===== src/design/tng_pkg.sv =====
package tng_pkg;

  localparam int MAX_DIMS_DEF    = 8;
  localparam int VERTEX_BITS_DEF = 32;

  localparam int VTX_W       = 32;
  localparam int RADIX_W     = 16;
  localparam int DIMS_W      = 4;
  localparam int QB_W        = 5;
  localparam int DIM_FIELD_W = 3;
  localparam int KIND_W      = 2;
  localparam int CFG_IDX_W   = 2;
  localparam int CFG_DATA_W  = 16;

  // shifted divisor of the digit divider: power times up to 2^(RADIX_W-1)
  localparam int DS_W   = VTX_W + RADIX_W - 1;
  localparam int PROD_W = VTX_W + RADIX_W;

  localparam int QUEUE_DEPTH = 2;

  // descriptor layout: vertex, kind, undirected, then one slice per dimension
  localparam int DESC_HDR_W = VTX_W + KIND_W + 1;
  localparam int DESC_DIM_W = VTX_W + 2;

  localparam logic [RADIX_W-1:0] RADIX_RESET = 16'd4;
  localparam logic [DIMS_W-1:0]  DIMS_RESET  = 4'd2;

  typedef enum logic [CFG_IDX_W-1:0] {
    CFG_RADIX      = 2'd0,
    CFG_DIMENSIONS = 2'd1,
    CFG_UNDIRECTED = 2'd2,
    CFG_WRAP       = 2'd3
  } cfg_reg_t;

  typedef enum logic [KIND_W-1:0] {
    KIND_EDGE  = 2'd0,
    KIND_NONE  = 2'd1,
    KIND_RANGE = 2'd2
  } kind_t;

  typedef enum logic [2:0] {
    F_IDLE,
    F_RANGE,
    F_LOAD,
    F_DIV,
    F_PUSH
  } fstate_t;

  // normalized configuration as seen by the datapath
  typedef struct packed {
    logic [RADIX_W-1:0] radix_n;
    logic [DIMS_W-1:0]  dims;
    logic               undirected;
    logic               wrap;
    logic [QB_W-1:0]    qbits;
  } cfg_t;

  function automatic logic [QB_W-1:0] bit_length(input logic [RADIX_W-1:0] x);
    logic [QB_W-1:0] len;
    len = '0;
    for (int i = 0; i < RADIX_W; i++) begin
      if (x[i]) begin
        len = QB_W'(i + 1);
      end
    end
    return len;
  endfunction

endpackage


===== src/design/tng_if.sv =====
interface tng_in_if;
  logic                        valid;
  logic                        ready;
  logic [tng_pkg::VTX_W-1:0]   vertex_index;

  modport source (output valid, output vertex_index, input ready);
  modport sink   (input valid, input vertex_index, output ready);
endinterface

interface tng_out_if;
  logic                              valid;
  logic                              ready;
  logic [tng_pkg::VTX_W-1:0]         edge_source;
  logic [tng_pkg::VTX_W-1:0]         edge_target;
  logic [tng_pkg::DIM_FIELD_W-1:0]   edge_dimension;
  logic                              is_reverse;
  logic                              is_wrap;
  logic [tng_pkg::KIND_W-1:0]        result_kind;
  logic                              last_of_vertex;

  modport source (output valid, output edge_source, output edge_target,
                  output edge_dimension, output is_reverse, output is_wrap,
                  output result_kind, output last_of_vertex, input ready);
  modport sink   (input valid, input edge_source, input edge_target,
                  input edge_dimension, input is_reverse, input is_wrap,
                  input result_kind, input last_of_vertex, output ready);
endinterface


===== src/design/tng_powers.sv =====
module tng_powers #(
  parameter int MAX_DIMS = tng_pkg::MAX_DIMS_DEF,
  localparam int IDX_W = $clog2(MAX_DIMS + 1)
) (
  input  logic                          clk,
  input  logic                          rst,
  input  logic                          restart,
  input  logic [tng_pkg::RADIX_W-1:0]   radix_n,
  input  logic [IDX_W-1:0]              rd_idx,
  output logic [tng_pkg::VTX_W-1:0]     rd_lo,
  output logic                          rd_big,
  output logic                          busy
);

  localparam int VW = tng_pkg::VTX_W;
  localparam int PW = tng_pkg::PROD_W;

  logic             phase;
  logic [IDX_W-1:0] widx;
  logic [VW-1:0]    acc_lo;
  logic [VW-1:0]    acc_hi;
  logic             acc_sat;
  logic [PW-1:0]    prod_lo;

  logic [VW-1:0]    pw_lo  [MAX_DIMS + 1];
  logic             pw_big [MAX_DIMS + 1];

  logic [PW-1:0]    hi_prod;
  logic [PW:0]      hi_sum;
  logic             sat_new;
  logic [VW-1:0]    new_lo;
  logic [VW-1:0]    new_hi;
  logic             new_big;

  // second half of the 64-bit product, carry in from the low half
  always_comb begin
    hi_prod = acc_hi * radix_n;
    hi_sum  = {1'b0, hi_prod} + (PW + 1)'(prod_lo[PW-1:VW]);
    sat_new = acc_sat || (|hi_sum[PW:VW]);
    new_lo  = sat_new ? '1 : prod_lo[VW-1:0];
    new_hi  = sat_new ? '1 : hi_sum[VW-1:0];
    new_big = sat_new || (new_hi != '0);
  end

  always_ff @(posedge clk) begin
    if (rst || restart) begin
      busy    <= 1'b1;
      phase   <= 1'b0;
      widx    <= IDX_W'(1);
      acc_lo  <= VW'(1);
      acc_hi  <= '0;
      acc_sat <= 1'b0;
    end else if (busy) begin
      if (!phase) begin
        prod_lo <= acc_lo * radix_n;
        phase   <= 1'b1;
      end else begin
        phase   <= 1'b0;
        acc_lo  <= new_lo;
        acc_hi  <= new_hi;
        acc_sat <= sat_new;
        widx    <= widx + 1'b1;
        if (widx == IDX_W'(MAX_DIMS)) begin
          busy <= 1'b0;
        end
      end
    end
  end

  always_ff @(posedge clk) begin
    if (rst || restart) begin
      pw_lo[0]  <= VW'(1);
      pw_big[0] <= 1'b0;
    end else if (busy && phase) begin
      pw_lo[widx]  <= new_lo;
      pw_big[widx] <= new_big;
    end
  end

  assign rd_lo  = pw_lo[rd_idx];
  assign rd_big = pw_big[rd_idx];

endmodule


===== src/design/tng_front.sv =====
module tng_front #(
  parameter int MAX_DIMS    = tng_pkg::MAX_DIMS_DEF,
  parameter int VERTEX_BITS = tng_pkg::VERTEX_BITS_DEF,
  localparam int IDX_W  = $clog2(MAX_DIMS + 1),
  localparam int DESC_W = tng_pkg::DESC_HDR_W + MAX_DIMS * tng_pkg::DESC_DIM_W
) (
  input  logic                       clk,
  input  logic                       rst,
  input  tng_pkg::cfg_t              cfg,
  tng_in_if.sink                     in_ch,
  input  logic                       pw_busy,
  output logic [IDX_W-1:0]           rd_idx,
  input  logic [tng_pkg::VTX_W-1:0]  rd_lo,
  input  logic                       rd_big,
  output logic                       push,
  output logic [DESC_W-1:0]          push_data,
  input  logic                       q_full
);

  localparam int VW   = tng_pkg::VTX_W;
  localparam int RW   = tng_pkg::RADIX_W;
  localparam int DSW  = tng_pkg::DS_W;
  localparam int HW   = tng_pkg::DESC_HDR_W;
  localparam int DW   = tng_pkg::DESC_DIM_W;
  localparam int PW   = (MAX_DIMS > 1) ? $clog2(MAX_DIMS) : 1;
  localparam int K_W  = $clog2(RW);
  localparam logic [VW-1:0] VMASK =
    (VERTEX_BITS >= VW) ? '1 : VW'((64'd1 << VERTEX_BITS) - 64'd1);

  tng_pkg::fstate_t state, state_next;

  logic [VW-1:0]   v;
  tng_pkg::kind_t  kind;
  logic [PW-1:0]   p;
  logic [VW-1:0]   r;
  logic [VW-1:0]   rstart;
  logic [DSW-1:0]  ds;
  logic [RW-1:0]   q;
  logic [K_W-1:0]  k;
  logic [VW-1:0]   dlo;
  logic [VW-1:0]   partner [MAX_DIMS];
  logic            top     [MAX_DIMS];

  logic            ge;
  logic [VW-1:0]   r_sub;
  logic [RW-1:0]   q_new;
  logic [VW-1:0]   dw;
  logic            digit_top;
  logic [VW-1:0]   div_partner;
  logic [VW-1:0]   big_partner;
  logic            out_of_range;
  logic [MAX_DIMS-1:0] emit;
  tng_pkg::kind_t  kind_out;

  // one restoring quotient bit per cycle
  always_comb begin
    ge          = {(DSW - VW)'(0), r} >= ds;
    r_sub       = ge ? (r - ds[VW-1:0]) : r;
    q_new       = {q[RW-2:0], ge};
    dw          = rstart - r_sub;
    digit_top   = (q_new == (cfg.radix_n - 1'b1));
    div_partner = (digit_top ? (v - dw) : (v + dlo)) & VMASK;
    big_partner = (v + rd_lo) & VMASK;
    out_of_range = !rd_big && (v >= rd_lo);
  end

  // classification and descriptor packing
  always_comb begin
    for (int i = 0; i < MAX_DIMS; i++) begin
      emit[i] = (kind == tng_pkg::KIND_EDGE) && (tng_pkg::DIMS_W'(i) < cfg.dims) &&
                (!top[i] || cfg.wrap);
    end
    if (kind == tng_pkg::KIND_EDGE && emit == '0) begin
      kind_out = tng_pkg::KIND_NONE;
    end else begin
      kind_out = kind;
    end
    push_data = '0;
    push_data[VW-1:0]                = v;
    push_data[VW +: tng_pkg::KIND_W] = kind_out;
    push_data[VW + tng_pkg::KIND_W]  = cfg.undirected;
    for (int i = 0; i < MAX_DIMS; i++) begin
      push_data[HW + i*DW +: VW]  = partner[i];
      push_data[HW + i*DW + VW]   = emit[i];
      push_data[HW + i*DW + VW + 1] = top[i];
    end
  end

  always_ff @(posedge clk) begin
    if (rst) begin
      state <= tng_pkg::F_IDLE;
    end else begin
      state <= state_next;
    end
  end

  always_comb begin
    state_next  = state;
    in_ch.ready = 1'b0;
    push        = 1'b0;
    rd_idx      = IDX_W'(p);
    unique case (state)
      tng_pkg::F_IDLE: begin
        in_ch.ready = !pw_busy;
        if (in_ch.valid && !pw_busy) begin
          state_next = tng_pkg::F_RANGE;
        end
      end
      tng_pkg::F_RANGE: begin
        rd_idx = IDX_W'(cfg.dims);
        state_next = out_of_range ? tng_pkg::F_PUSH : tng_pkg::F_LOAD;
      end
      tng_pkg::F_LOAD: begin
        if (rd_big) begin
          state_next = (p == '0) ? tng_pkg::F_PUSH : tng_pkg::F_LOAD;
        end else begin
          state_next = tng_pkg::F_DIV;
        end
      end
      tng_pkg::F_DIV: begin
        if (k == '0) begin
          state_next = (p == '0) ? tng_pkg::F_PUSH : tng_pkg::F_LOAD;
        end
      end
      tng_pkg::F_PUSH: begin
        push = !q_full;
        if (!q_full) begin
          state_next = tng_pkg::F_IDLE;
        end
      end
      default: begin
        state_next = tng_pkg::F_IDLE;
      end
    endcase
  end

  always_ff @(posedge clk) begin
    case (state)
      tng_pkg::F_IDLE: begin
        if (in_ch.valid && !pw_busy) begin
          v <= in_ch.vertex_index & VMASK;
        end
      end
      tng_pkg::F_RANGE: begin
        kind <= out_of_range ? tng_pkg::KIND_RANGE : tng_pkg::KIND_EDGE;
        p    <= PW'(cfg.dims - 1'b1);
        r    <= v;
      end
      tng_pkg::F_LOAD: begin
        if (rd_big) begin
          // power beyond the vertex: digit is zero
          top[p]     <= 1'b0;
          partner[p] <= big_partner;
          if (p != '0) begin
            p <= p - 1'b1;
          end
        end else begin
          ds     <= DSW'(rd_lo) << (cfg.qbits - 1'b1);
          q      <= '0;
          k      <= K_W'(cfg.qbits - 1'b1);
          dlo    <= rd_lo;
          rstart <= r;
        end
      end
      tng_pkg::F_DIV: begin
        r  <= r_sub;
        q  <= q_new;
        ds <= ds >> 1;
        k  <= k - 1'b1;
        if (k == '0) begin
          top[p]     <= digit_top;
          partner[p] <= div_partner;
          if (p != '0) begin
            p <= p - 1'b1;
          end
        end
      end
      default: begin
      end
    endcase
  end

endmodule


===== src/design/tng_queue.sv =====
module tng_queue #(
  parameter int W = 8
) (
  input  logic         clk,
  input  logic         rst,
  input  logic         push,
  input  logic [W-1:0] push_data,
  output logic         full,
  input  logic         pop,
  output logic         valid,
  output logic [W-1:0] rd_data
);

  localparam int DEPTH = tng_pkg::QUEUE_DEPTH;
  localparam int PTR_W = (DEPTH > 1) ? $clog2(DEPTH) : 1;
  localparam int CNT_W = $clog2(DEPTH + 1);

  logic [W-1:0]     mem [DEPTH];
  logic [PTR_W-1:0] wptr;
  logic [PTR_W-1:0] rptr;
  logic [CNT_W-1:0] count;

  assign full    = (count == CNT_W'(DEPTH));
  assign valid   = (count != '0);
  assign rd_data = mem[rptr];

  always_ff @(posedge clk) begin
    if (rst) begin
      wptr  <= '0;
      rptr  <= '0;
      count <= '0;
    end else begin
      if (push) begin
        wptr <= (wptr == PTR_W'(DEPTH - 1)) ? '0 : wptr + 1'b1;
      end
      if (pop) begin
        rptr <= (rptr == PTR_W'(DEPTH - 1)) ? '0 : rptr + 1'b1;
      end
      if (push && !pop) begin
        count <= count + 1'b1;
      end else if (pop && !push) begin
        count <= count - 1'b1;
      end
    end
  end

  always_ff @(posedge clk) begin
    if (push) begin
      mem[wptr] <= push_data;
    end
  end

endmodule


===== src/design/tng_back.sv =====
module tng_back #(
  parameter int MAX_DIMS = tng_pkg::MAX_DIMS_DEF,
  localparam int DESC_W = tng_pkg::DESC_HDR_W + MAX_DIMS * tng_pkg::DESC_DIM_W
) (
  input  logic              clk,
  input  logic              rst,
  input  logic              q_valid,
  input  logic [DESC_W-1:0] q_data,
  output logic              pop,
  tng_out_if.source         out_ch
);

  localparam int VW = tng_pkg::VTX_W;
  localparam int HW = tng_pkg::DESC_HDR_W;
  localparam int DW = tng_pkg::DESC_DIM_W;
  localparam int PW = (MAX_DIMS > 1) ? $clog2(MAX_DIMS) : 1;

  logic                active;
  logic [DESC_W-1:0]   desc;
  logic [MAX_DIMS-1:0] rem;
  logic                rev;

  logic                ovalid;
  logic [VW-1:0]       o_src;
  logic [VW-1:0]       o_dst;
  logic [tng_pkg::DIM_FIELD_W-1:0] o_dim;
  logic                o_rev;
  logic                o_wrap;
  tng_pkg::kind_t      o_kind;
  logic                o_last;

  logic [PW-1:0]       p_sel;
  logic                more;
  logic [VW-1:0]       v;
  tng_pkg::kind_t      kind;
  logic                und;
  logic [VW-1:0]       partner;
  logic                wbit;
  logic [VW-1:0]       fwd_src;
  logic [VW-1:0]       fwd_dst;
  logic                last;
  logic                adv;
  logic [MAX_DIMS-1:0] rem_load;

  always_comb begin
    p_sel = '0;
    for (int i = MAX_DIMS - 1; i >= 0; i--) begin
      if (rem[i]) begin
        p_sel = PW'(i);
      end
    end
    more    = |(rem & ~(MAX_DIMS'(1) << p_sel));
    v       = desc[VW-1:0];
    kind    = tng_pkg::kind_t'(desc[VW +: tng_pkg::KIND_W]);
    und     = desc[VW + tng_pkg::KIND_W];
    partner = desc[HW + p_sel*DW +: VW];
    wbit    = desc[HW + p_sel*DW + VW + 1];
    // wraparound edges run from the low end of the ring to this vertex
    fwd_src = wbit ? partner : v;
    fwd_dst = wbit ? v : partner;
    last    = (kind != tng_pkg::KIND_EDGE) || (!more && (!und || rev));
    adv     = active && (!ovalid || out_ch.ready);
    pop     = q_valid && (!active || (adv && last));
    for (int i = 0; i < MAX_DIMS; i++) begin
      rem_load[i] = q_data[HW + i*DW + VW];
    end
  end

  always_ff @(posedge clk) begin
    if (rst) begin
      active <= 1'b0;
      ovalid <= 1'b0;
    end else begin
      if (adv) begin
        ovalid <= 1'b1;
      end else if (out_ch.ready) begin
        ovalid <= 1'b0;
      end
      if (pop) begin
        active <= 1'b1;
      end else if (adv && last) begin
        active <= 1'b0;
      end
    end
  end

  always_ff @(posedge clk) begin
    if (pop) begin
      desc <= q_data;
      rem  <= rem_load;
      rev  <= 1'b0;
    end else if (adv && kind == tng_pkg::KIND_EDGE) begin
      if (und && !rev) begin
        rev <= 1'b1;
      end else begin
        rev        <= 1'b0;
        rem[p_sel] <= 1'b0;
      end
    end
    if (adv) begin
      o_kind <= kind;
      o_last <= last;
      if (kind == tng_pkg::KIND_EDGE) begin
        o_src  <= rev ? fwd_dst : fwd_src;
        o_dst  <= rev ? fwd_src : fwd_dst;
        o_dim  <= tng_pkg::DIM_FIELD_W'(p_sel);
        o_rev  <= rev;
        o_wrap <= wbit;
      end else begin
        o_src  <= v;
        o_dst  <= '0;
        o_dim  <= '0;
        o_rev  <= 1'b0;
        o_wrap <= 1'b0;
      end
    end
  end

  assign out_ch.valid          = ovalid;
  assign out_ch.edge_source    = o_src;
  assign out_ch.edge_target    = o_dst;
  assign out_ch.edge_dimension = o_dim;
  assign out_ch.is_reverse     = o_rev;
  assign out_ch.is_wrap        = o_wrap;
  assign out_ch.result_kind    = o_kind;
  assign out_ch.last_of_vertex = o_last;

endmodule


===== src/design/torus_neighbor_edge_generator.sv =====
// Grid neighbor edge generator for a k-ary n-cube (torus or mesh). Each beat on in_ch carries
// one vertex index; out_ch returns its edges in ascending dimension order, each followed by
// its reverse copy when undirected_mode is set, with last_of_vertex on the final beat. An
// index at or beyond radix^dimensions returns one out-of-range beat, and a mesh vertex with
// no edges returns one no-edge beat. A front part range-checks the vertex and extracts its
// base-radix digits with a shared restoring divider, one quotient bit per cycle; a two-entry
// descriptor queue decouples it from the back part, which emits one result per cycle into an
// output register while out_ch is not stalled. The front part takes a new vertex only after
// it has pushed the descriptor of the last one, while the output side delivers one beat per
// cycle when not stalled, up to 2 * dimensions beats per vertex. After reset and after every
// configuration write the table of radix powers is rebuilt, during which in_ch.ready stays
// low. Configuration must only be written while the block is idle.
module torus_neighbor_edge_generator #(
  parameter int MAX_DIMS    = tng_pkg::MAX_DIMS_DEF,
  parameter int VERTEX_BITS = tng_pkg::VERTEX_BITS_DEF
) (
  input  logic                             clk,
  input  logic                             rst,
  input  logic                             cfg_wr_en,
  input  logic [tng_pkg::CFG_IDX_W-1:0]    cfg_index,
  input  logic [tng_pkg::CFG_DATA_W-1:0]   cfg_data,
  tng_in_if.sink                           in_ch,
  tng_out_if.source                        out_ch
);

  localparam int IDX_W  = $clog2(MAX_DIMS + 1);
  localparam int DESC_W = tng_pkg::DESC_HDR_W + MAX_DIMS * tng_pkg::DESC_DIM_W;

  // configuration registers
  logic [tng_pkg::RADIX_W-1:0] radix;
  logic [tng_pkg::DIMS_W-1:0]  dimensions;
  logic                        undirected_mode;
  logic                        wrap_mode;

  tng_pkg::cfg_t               cfg;
  logic [tng_pkg::DIMS_W-1:0]  dims_lo;

  // power table read port
  logic [IDX_W-1:0]            rd_idx;
  logic [tng_pkg::VTX_W-1:0]   rd_lo;
  logic                        rd_big;
  logic                        pw_busy;

  // descriptor queue
  logic                        q_push;
  logic [DESC_W-1:0]           q_push_data;
  logic                        q_full;
  logic                        q_pop;
  logic                        q_valid;
  logic [DESC_W-1:0]           q_rd_data;

  always_ff @(posedge clk) begin
    if (rst) begin
      radix           <= tng_pkg::RADIX_RESET;
      dimensions      <= tng_pkg::DIMS_RESET;
      undirected_mode <= 1'b0;
      wrap_mode       <= 1'b1;
    end else if (cfg_wr_en) begin
      unique case (tng_pkg::cfg_reg_t'(cfg_index))
        tng_pkg::CFG_RADIX:      radix           <= cfg_data[tng_pkg::RADIX_W-1:0];
        tng_pkg::CFG_DIMENSIONS: dimensions      <= cfg_data[tng_pkg::DIMS_W-1:0];
        tng_pkg::CFG_UNDIRECTED: undirected_mode <= cfg_data[0];
        tng_pkg::CFG_WRAP:       wrap_mode       <= cfg_data[0];
      endcase
    end
  end

  // radix below two acts as two; dimensions clamp to 1 .. MAX_DIMS
  always_comb begin
    dims_lo        = (dimensions == '0) ? tng_pkg::DIMS_W'(1) : dimensions;
    cfg.radix_n    = (radix < tng_pkg::RADIX_W'(2)) ? tng_pkg::RADIX_W'(2) : radix;
    cfg.dims       = (dims_lo > tng_pkg::DIMS_W'(MAX_DIMS)) ? tng_pkg::DIMS_W'(MAX_DIMS)
                                                            : dims_lo;
    cfg.undirected = undirected_mode;
    cfg.wrap       = wrap_mode;
    // quotient bits per digit
    cfg.qbits      = tng_pkg::bit_length(cfg.radix_n - 1'b1);
  end

  // radix^p for p = 0 .. MAX_DIMS, saturating like a 64-bit product
  tng_powers #(
    .MAX_DIMS (MAX_DIMS)
  ) u_powers (
    .clk     (clk),
    .rst     (rst),
    .restart (cfg_wr_en),
    .radix_n (cfg.radix_n),
    .rd_idx  (rd_idx),
    .rd_lo   (rd_lo),
    .rd_big  (rd_big),
    .busy    (pw_busy)
  );

  // range check, digit extraction and edge classification
  tng_front #(
    .MAX_DIMS    (MAX_DIMS),
    .VERTEX_BITS (VERTEX_BITS)
  ) u_front (
    .clk       (clk),
    .rst       (rst),
    .cfg       (cfg),
    .in_ch     (in_ch),
    .pw_busy   (pw_busy),
    .rd_idx    (rd_idx),
    .rd_lo     (rd_lo),
    .rd_big    (rd_big),
    .push      (q_push),
    .push_data (q_push_data),
    .q_full    (q_full)
  );

  tng_queue #(
    .W (DESC_W)
  ) u_queue (
    .clk       (clk),
    .rst       (rst),
    .push      (q_push),
    .push_data (q_push_data),
    .full      (q_full),
    .pop       (q_pop),
    .valid     (q_valid),
    .rd_data   (q_rd_data)
  );

  // one result beat per cycle from the queued descriptor while out_ch is not stalled
  tng_back #(
    .MAX_DIMS (MAX_DIMS)
  ) u_back (
    .clk     (clk),
    .rst     (rst),
    .q_valid (q_valid),
    .q_data  (q_rd_data),
    .pop     (q_pop),
    .out_ch  (out_ch)
  );

  // no intake while the power table is being rebuilt
  a_no_intake_while_sweeping: assert property (@(posedge clk) disable iff (rst)
    pw_busy |-> !in_ch.ready)
    else $error("input ready during power table rebuild");

  // special results are single, plain and closing
  a_special_result_shape: assert property (@(posedge clk) disable iff (rst)
    (out_ch.valid && out_ch.result_kind != tng_pkg::KIND_EDGE) |->
      (out_ch.last_of_vertex && !out_ch.is_reverse && !out_ch.is_wrap &&
       out_ch.edge_target == '0))
    else $error("malformed out-of-range or no-edge result");

  // reverse copies only appear in undirected mode
  a_reverse_needs_undirected: assert property (@(posedge clk) disable iff (rst)
    (out_ch.valid && out_ch.is_reverse) |-> cfg.undirected)
    else $error("reverse edge while undirected mode is off");

  // a plain mesh never produces wraparound edges
  a_no_wrap_in_mesh: assert property (@(posedge clk) disable iff (rst)
    (out_ch.valid && !cfg.wrap) |-> !out_ch.is_wrap)
    else $error("wraparound edge in mesh mode");

endmodule


===== src/flat_wrapper.sv =====
// flat-port wrapper written by rule: the top's interface ports become plain ports
module torus_neighbor_edge_generator_flat 
#(
  parameter int MAX_DIMS    = tng_pkg::MAX_DIMS_DEF,
  parameter int VERTEX_BITS = tng_pkg::VERTEX_BITS_DEF
)
  (clk, rst, cfg_wr_en, cfg_index, cfg_data, in_ch_valid, in_ch_vertex_index, in_ch_ready, out_ch_valid, out_ch_edge_source, out_ch_edge_target, out_ch_edge_dimension, out_ch_is_reverse, out_ch_is_wrap, out_ch_result_kind, out_ch_last_of_vertex, out_ch_ready);
  tng_in_if in_ch_i ();
  tng_out_if out_ch_i ();
  input  logic clk;
  input  logic rst;
  input  logic cfg_wr_en;
  input  logic [tng_pkg::CFG_IDX_W-1:0] cfg_index;
  input  logic [tng_pkg::CFG_DATA_W-1:0] cfg_data;
  input wire logic [$bits(in_ch_i.valid)-1:0] in_ch_valid;
  input wire logic [$bits(in_ch_i.vertex_index)-1:0] in_ch_vertex_index;
  output wire logic [$bits(in_ch_i.ready)-1:0] in_ch_ready;
  output wire logic [$bits(out_ch_i.valid)-1:0] out_ch_valid;
  output wire logic [$bits(out_ch_i.edge_source)-1:0] out_ch_edge_source;
  output wire logic [$bits(out_ch_i.edge_target)-1:0] out_ch_edge_target;
  output wire logic [$bits(out_ch_i.edge_dimension)-1:0] out_ch_edge_dimension;
  output wire logic [$bits(out_ch_i.is_reverse)-1:0] out_ch_is_reverse;
  output wire logic [$bits(out_ch_i.is_wrap)-1:0] out_ch_is_wrap;
  output wire logic [$bits(out_ch_i.result_kind)-1:0] out_ch_result_kind;
  output wire logic [$bits(out_ch_i.last_of_vertex)-1:0] out_ch_last_of_vertex;
  input wire logic [$bits(out_ch_i.ready)-1:0] out_ch_ready;
  assign in_ch_i.valid = in_ch_valid;
  assign in_ch_i.vertex_index = in_ch_vertex_index;
  assign in_ch_ready = in_ch_i.ready;
  assign out_ch_valid = out_ch_i.valid;
  assign out_ch_edge_source = out_ch_i.edge_source;
  assign out_ch_edge_target = out_ch_i.edge_target;
  assign out_ch_edge_dimension = out_ch_i.edge_dimension;
  assign out_ch_is_reverse = out_ch_i.is_reverse;
  assign out_ch_is_wrap = out_ch_i.is_wrap;
  assign out_ch_result_kind = out_ch_i.result_kind;
  assign out_ch_last_of_vertex = out_ch_i.last_of_vertex;
  assign out_ch_i.ready = out_ch_ready;
  torus_neighbor_edge_generator #(.MAX_DIMS(MAX_DIMS), .VERTEX_BITS(VERTEX_BITS)) u_core (.clk(clk), .rst(rst), .cfg_wr_en(cfg_wr_en), .cfg_index(cfg_index), .cfg_data(cfg_data), .in_ch(in_ch_i), .out_ch(out_ch_i));
endmodule

===== config.mk =====
export PLATFORM = sky130hd
export DESIGN_NAME = torus_neighbor_edge_generator_flat
export DESIGN_NICKNAME = d
export VERILOG_FILES = /design/src/design/tng_pkg.sv /design/src/design/tng_if.sv /design/src/design/tng_powers.sv /design/src/design/tng_front.sv /design/src/design/tng_queue.sv /design/src/design/tng_back.sv /design/src/design/torus_neighbor_edge_generator.sv /design/src/flat_wrapper.sv
export SDC_FILE = /design/constraint.sdc
export NUM_CORES = 2
export LEC_CHECK = 0
export BUFFER_PORTS_ARGS = -buffer_cell sky130_fd_sc_hd__buf_2
export CAP_MARGIN = 25
export CORE_MARGIN = 2
export CORE_UTILIZATION = 40
export DETAILED_ROUTE_END_ITERATION = 8
export SYNTH_ARGS = -nofsm -noshare
export SYNTH_HDL_FRONTEND = slang
export SYNTH_HIERARCHICAL = 1
export SYNTH_SLANG_ARGS = --single-unit

===== constraint.sdc =====
create_clock -name clk -period 17.3 [get_ports clk]
set_clock_uncertainty 0.05 [all_clocks]
set_input_delay 2.595 -clock clk [delete_from_list [all_inputs] [get_ports clk]]
set_output_delay 2.595 -clock clk [all_outputs]
set_load 0.03 [all_outputs]

Word level (Yosys, flattened, before mapping) --
Memory sizes are Yosys's and may differ from the RTL's. A register that Yosys moved wholly into a read port is not among the register bits. Index checks and enable logic that the tools add are counted.
Storage, ports and cells: register bits after elaboration 737, memory bits (writable) 1175, input bits 55, output and inout bits 74, logic and storage cells 305, memories 5
Cells by class: $add $sub $neg 19, multipliers 3, order comparisons 15, equal/unequal tests 16, shifts and indexed selects 3, multiplexer cells 102, bitwise gates (word level) 9, reductions and logical operators 97
Memory list:
- u_core.u_queue.mem | words 2, width 307, read ports 1, clocked after memory_dff 1, write ports 1, line tng_queue.sv:18 | logic [W-1:0] mem [DEPTH];
- u_core.u_powers.pw_lo | words 9, width 32, read ports 1, clocked after memory_dff 0, write ports 1, line tng_powers.sv:25 | logic [VW-1:0] pw_lo [MAX_DIMS + 1];
- u_core.u_front.partner | words 8, width 32, read ports 8, clocked after memory_dff 0, write ports 1, line tng_front.sv:41 | logic [VW-1:0] partner [MAX_DIMS];
- u_core.u_powers.pw_big | words 9, width 1, read ports 1, clocked after memory_dff 0, write ports 1, line tng_powers.sv:26 | logic pw_big [MAX_DIMS + 1];
- u_core.u_front.top | words 8, width 1, read ports 8, clocked after memory_dff 0, write ports 1, line tng_front.sv:42 | logic top [MAX_DIMS];
Operator list (count):
- $mux 32 | 11
- $shiftx 307x33->32 | 1
- $mul 32x16->48 | 2
- $sub 32x32->32 | 3
- $pmux 47 s2 | 1
- $add 32x32->32 | 2
- $pmux 32 s2 | 1
- $mux 3 | 21
- $mux 4 | 14
- $add 48x16->49 | 1
- $ge 32x47->1 | 1
- $mux 47 | 1
- $shl 32x5->47 | 1
- $mux 1 | 35
- $ge 32x32->1 | 1
- $reduce_bool 32->1 | 1
- $reduce_or 32->1 | 1
- $pmux 15 s2 | 1
- $logic_and 1x1->1 | 29
- $mux 8 | 3
- $logic_not 1->1 | 18
- $reduce_and 2->1 | 9
- $reduce_or 17->1 | 1
- $and 8x8->8 | 2
- 52 further kinds | 103

Logic depth before layout (Yosys ltp) --
depth in word-level cells 23, gate-level depth with buffers 33, gate-level depth less buffers 29

Cells and area by module --
Netlist, hierarchy kept.
By module, submodules not included:
- tng_powers | instances 1, cells each 4892, area an instance 49388.6 sq um, sequential area each 11781.3 sq um
- tng_front | instances 1, cells each 2336, area an instance 26735.6 sq um, sequential area each 13933.4 sq um
- tng_queue | instances 1, cells each 977, area an instance 23304.9 sq um, sequential area each 18537.8 sq um
- tng_back | instances 1, cells each 882, area an instance 15033.2 sq um, sequential area each 11441.0 sq um
- torus_neighbor_edge_generator | instances 1, cells each 231, area an instance 1615.3 sq um, sequential area each 440.4 sq um

Worst setup path after synthesis --
OpenSTA, ideal clock, no wires.
path type reg2reg, start register u_core.u_front.state[2], end memory u_core/u_queue/mem[0][0] in the netlist's numbering, enable pin, library setup time 1.018 ns, arrival 14.606 ns, data required time 16.232 ns, path slack 1.625 ns, cell stages (with the launch flop) 4, path buffers 1, period minus slack after synthesis 15.675 ns, cell sequence dfxtp_1 > clkbuf_1 > nor4b_1 > nor2b_1
On the way: longest elaborated chain between the ends 4
Ends and longest elaborated chain:
- from (decl) | line tng_front.sv:30 | tng_pkg::fstate_t state, state_next;
- from (signal assigned) | line tng_front.sv:91 | state <= tng_pkg::F_IDLE;
- from (signal assigned) | line tng_front.sv:93 | state <= state_next;
- $eq 3x3->1 | line tng_front.sv:102 | unique case (state)
- $mux 1 | line tng_front.sv:102
- net u_core.q_push | line torus_neighbor_edge_generator.sv:45 | logic q_push;
- $mux 1 | line tng_queue.sv:48 | if (push) begin
- $mux 1 (implied by the code) | line tng_queue.sv:49 | mem[wptr] <= push_data;
- to (decl) | line tng_queue.sv:18
The timed path passes the listed nets, and every way through them passes these cells.

==> metrics.md <==
| Metric | Value |
|---|---|
| Hold_buf cts | 0 |
| Starting Density | approximately two fifths |
| TritonCTS clock tree | yes |
| Clk_lat worst skew | approximately 900 ps |
| Yosys top cell area share | roughly 47% |
| Worst setup SP type | register |
| PwrDens | around 110 nW/um2 |
| Nets | ~11000 |
| Vias in the first global route | 74100 |
| Net Sw Power | 4.17 mW |
| Syn Inst Count | slightly above 9000 |
| Final setup TNS | 0 ps |
| Most common cell after layout, fill and taps aside | edfxtp_1 |
| Synth area leader | edfxtp_1 |
| Core Util, Final | between 40% and 50% |
| Layout area overhead | 9.72% |
| Synth area leaders | edfxtp_1 (47%), fa_1 (15%), ha_1 (4.7%), inv_1 (3.9%), nand2_1 (3.2%) |
| Initial drt markers | about 6000 |
| Top delay family on crit path | simple AND/OR/NAND/NOR gates |
| CP dominant cell by count | fa_1 |
| Total Routing Usage GR | slightly above 20% |
| Crit path kind | reg -> reg |
| Pin count of the biggest net entering global routing | around 150 |
| Cell count along the critical path | 28 |
| Final period util | between 60 and 70% |
| Sw Ratio | 31.0% |
| Post-Syn Nets | 10700 |
| TritonCTS Sinks | 1904 |
| YS warnings | 6 |
| Total of max-cap violations | 0 |
| Area of the die | slightly below 300000 um2 |
| Vias | about 70000 |
| Mapped Avg Cell Area | 12.5 um2 |
| Pins over their slew limit | 0 |
| Layout cells sized above 1 | 12.4% |
| Final hold vios | 0 |
| Hpwl dp | around 210000 um |
| Post-synth ARST share | 0% |
| Std-Cell Rows | 197 |
| Critical Path Fanout Max | 52 |
| CP peak stage delay | approximately 880 ps |
| Final instance area | roughly 130000 um2 |
| Total CTS buffers | 200 |
| Grt total ovfl | 0 |
| Setup repair bufs after CTS | 0 |
| Final wirelength | about 300000 um |
| Cell Area, Synth | roughly 120000 um2 |
| Finished Layout Cells | around 13000 |
| Placed cells | approximately 13000 |
| Reg power frac | 43.9% |
| RSZ-0062 raised after global routing | no |
| Drt drc | 0 |
| Synth unique cells | 116 |
| Critical Path End Type | register |
| Cell area after placement | around 120000 um2 |
| Register area share after synthesis | 48.4% |
| Initial antenna violation count | 25 |
| Critical path's slowest cell | nor4_2 |
| Die X | 543 um |
| DRT antenna net count | 0 |
| GPL Wtd Cong | 0.900 |
| Most frequent cells in the layout | edfxtp_1 (1800), inv_1 (1204), nand2_1 (989) |
| CTS resizes | 0 |
| Hold WC Path Type | reg -> reg |
| DR WL/cell | around 23 um |
| Pint | 9.30 mW |
| Vias per std cell | between 5 and 6 |
| Worst Path Required | between 15000 and 20000 ps |
| Fmax | 89.5 MHz |
| Power share of the clock group | 31.5% |
| Number of flops mapped to enable cells by yosys | 1800 |
| Slew @ Worst Pin | ~1100 ps |
| Port bufs | 128 |
| Lkg Pwr | ~48 nW |
| Worst Path Buf+Inv | 7 |
| Hold path cells | 0 |
| CTS max path bufs | 4 |
| Gate power share | 24.5% |
| Tmin final | 11170 ps |
| Rel. slew slack | between 20% and 30% |
| First-pass GRT wire length | between 400000 and 500000 um |
| CTS H-tree lvls | 4 |
| Final setup vio count | 0 |
| Status | finished clean |
| #FFs+latches synth | between 1500 and 2000 |
| VDD IR-drop max | between 150 and 200 uV |
| Commonest register cell after synthesis | edfxtp_1 |
| Clk slew on worst S/H paths | around 70 ps |
| Initial DRT Pass Iterations | 6 |
| Number of I/O pins | ~130 |
| CP Data Arrival Time | between 10000 and 15000 ps |
| Die height | 543 um |
| Clock Tree Root | clkbuf_16 |
| R2r worst-path depth | 28 |
| Total core area | just under 300000 um2 |
## through the flow
step	total power, mW	hold WS (ps)	setup WS [ps]
2_1_floorplan	8.41	371	1630
6_report	13.5	305	6130
3_3_place_gp	9.27	372	6440
5_1_grt	14.0	292	5520
4_1_cts	13.6	284	6220
3_5_place_dp	9.31	379	6230
## synthesized netlist by cell type (37+ instances only)
cell type	count
a21o_1	61
a21oi_1	349
a222oi_1	48
a311oi_1	56
a31oi_1	39
and2_1	438
and3_1	54
buf_2	37
clkbuf_1	377
dfxtp_1	104
edfxtp_1	1800
fa_1	887
ha_1	432
inv_1	1207
mux2_2	135
mux2_4	230
mux2i_1	168
mux4_2	91
nand2_1	990
nand2b_1	38
nand3_1	74
nand4_1	44
nor2_1	358
nor2b_1	42
nor3_1	98
o21ai_0	253
o21ai_1	45
xnor2_1	149
xor2_1	65
## sequential cells by signal (all words and copies together) (netlist names), 47 cells and up, named ones only
| signal | cells |
|---|---|
| u_core/u_powers/pw_lo | 288 |
| u_core/u_powers/prod_lo | 48 |
| u_core/u_queue/mem | 614 |
| u_core/u_back/desc | 299 |
| u_core/u_front/ds | 47 |
| u_core/u_front/partner | 256 |
## worst paths after layout
kind | start | end | slack, ps
setup / recovery | u_core/radix[4] | u_core/u_powers/pw_lo[0][30] | 6130
hold / removal | u_core/u_front/partner[0][29] | u_core/u_queue/mem[1][64] | 310
setup reg to reg | u_core/radix[4] | u_core/u_powers/pw_lo[0][30] | 6130
hold reg to reg | u_core/u_front/partner[0][29] | u_core/u_queue/mem[1][64] | 310
## power groups by stage
stage | Combinational [mW] | Clock, mW | Sequential [mW]
final | 3.30 | 4.25 | 5.91
after global routing | 3.54 | 4.51 | 5.95
after CTS | 3.32 | 4.35 | 5.91
after detailed placement | 3.30 | 0 | 6.01
after global placement | 3.27 | 0 | 6.00
after floorplan | 2.29 | 0 | 6.11
## cell families after synthesis
logic type,share of synthesized area [%]
fa+ha+maj,20.0
compound gates,7.17
xor+xnor,1.61
simple gates,9.48
mux,7.59
buf+inv,5.83
flops,48.4
## worst register-to-register path, delay by kind of cell, from the launching register on
kind | cells | cell delay [ps]
simple gates | 9 | 3330
buf+inv | 7 | 2750
fa+ha+maj | 7 | 2990
compound gates | 5 | 1450
flops | 1 | 310
## cell type report
cell class                      instances  area (um2)
Antenna cell                           15        37.5
Clock buffer                          246        5310
Clock inverter                        113        1090
Fill cell                           26100      161000
Inverter                             1209        4550
Multi-Input combinational cell       5713       53500
Sequential cell                      1904       56200
Tap cell                             3781        4730
Timing Repair Buffer                  288        1940
## layer usage
| metal | part of all wire (%) | wire length (um) | GRT usage [%] | vias up |
|---|---|---|---|---|
| li1 | - | - | - | 32200 |
| met1 | 42 | 131000 | 28.1 | 37000 |
| met2 | 48 | 149000 | 34.5 | 2361 |
| met3 | 6.0 | 18500 | 2.61 | 500 |
| met4 | 3.4 | 10400 | 7.24 | 0 |
| met5 | 0 | 0 | 0 | - |
Power figures use the tool's default switching activity.
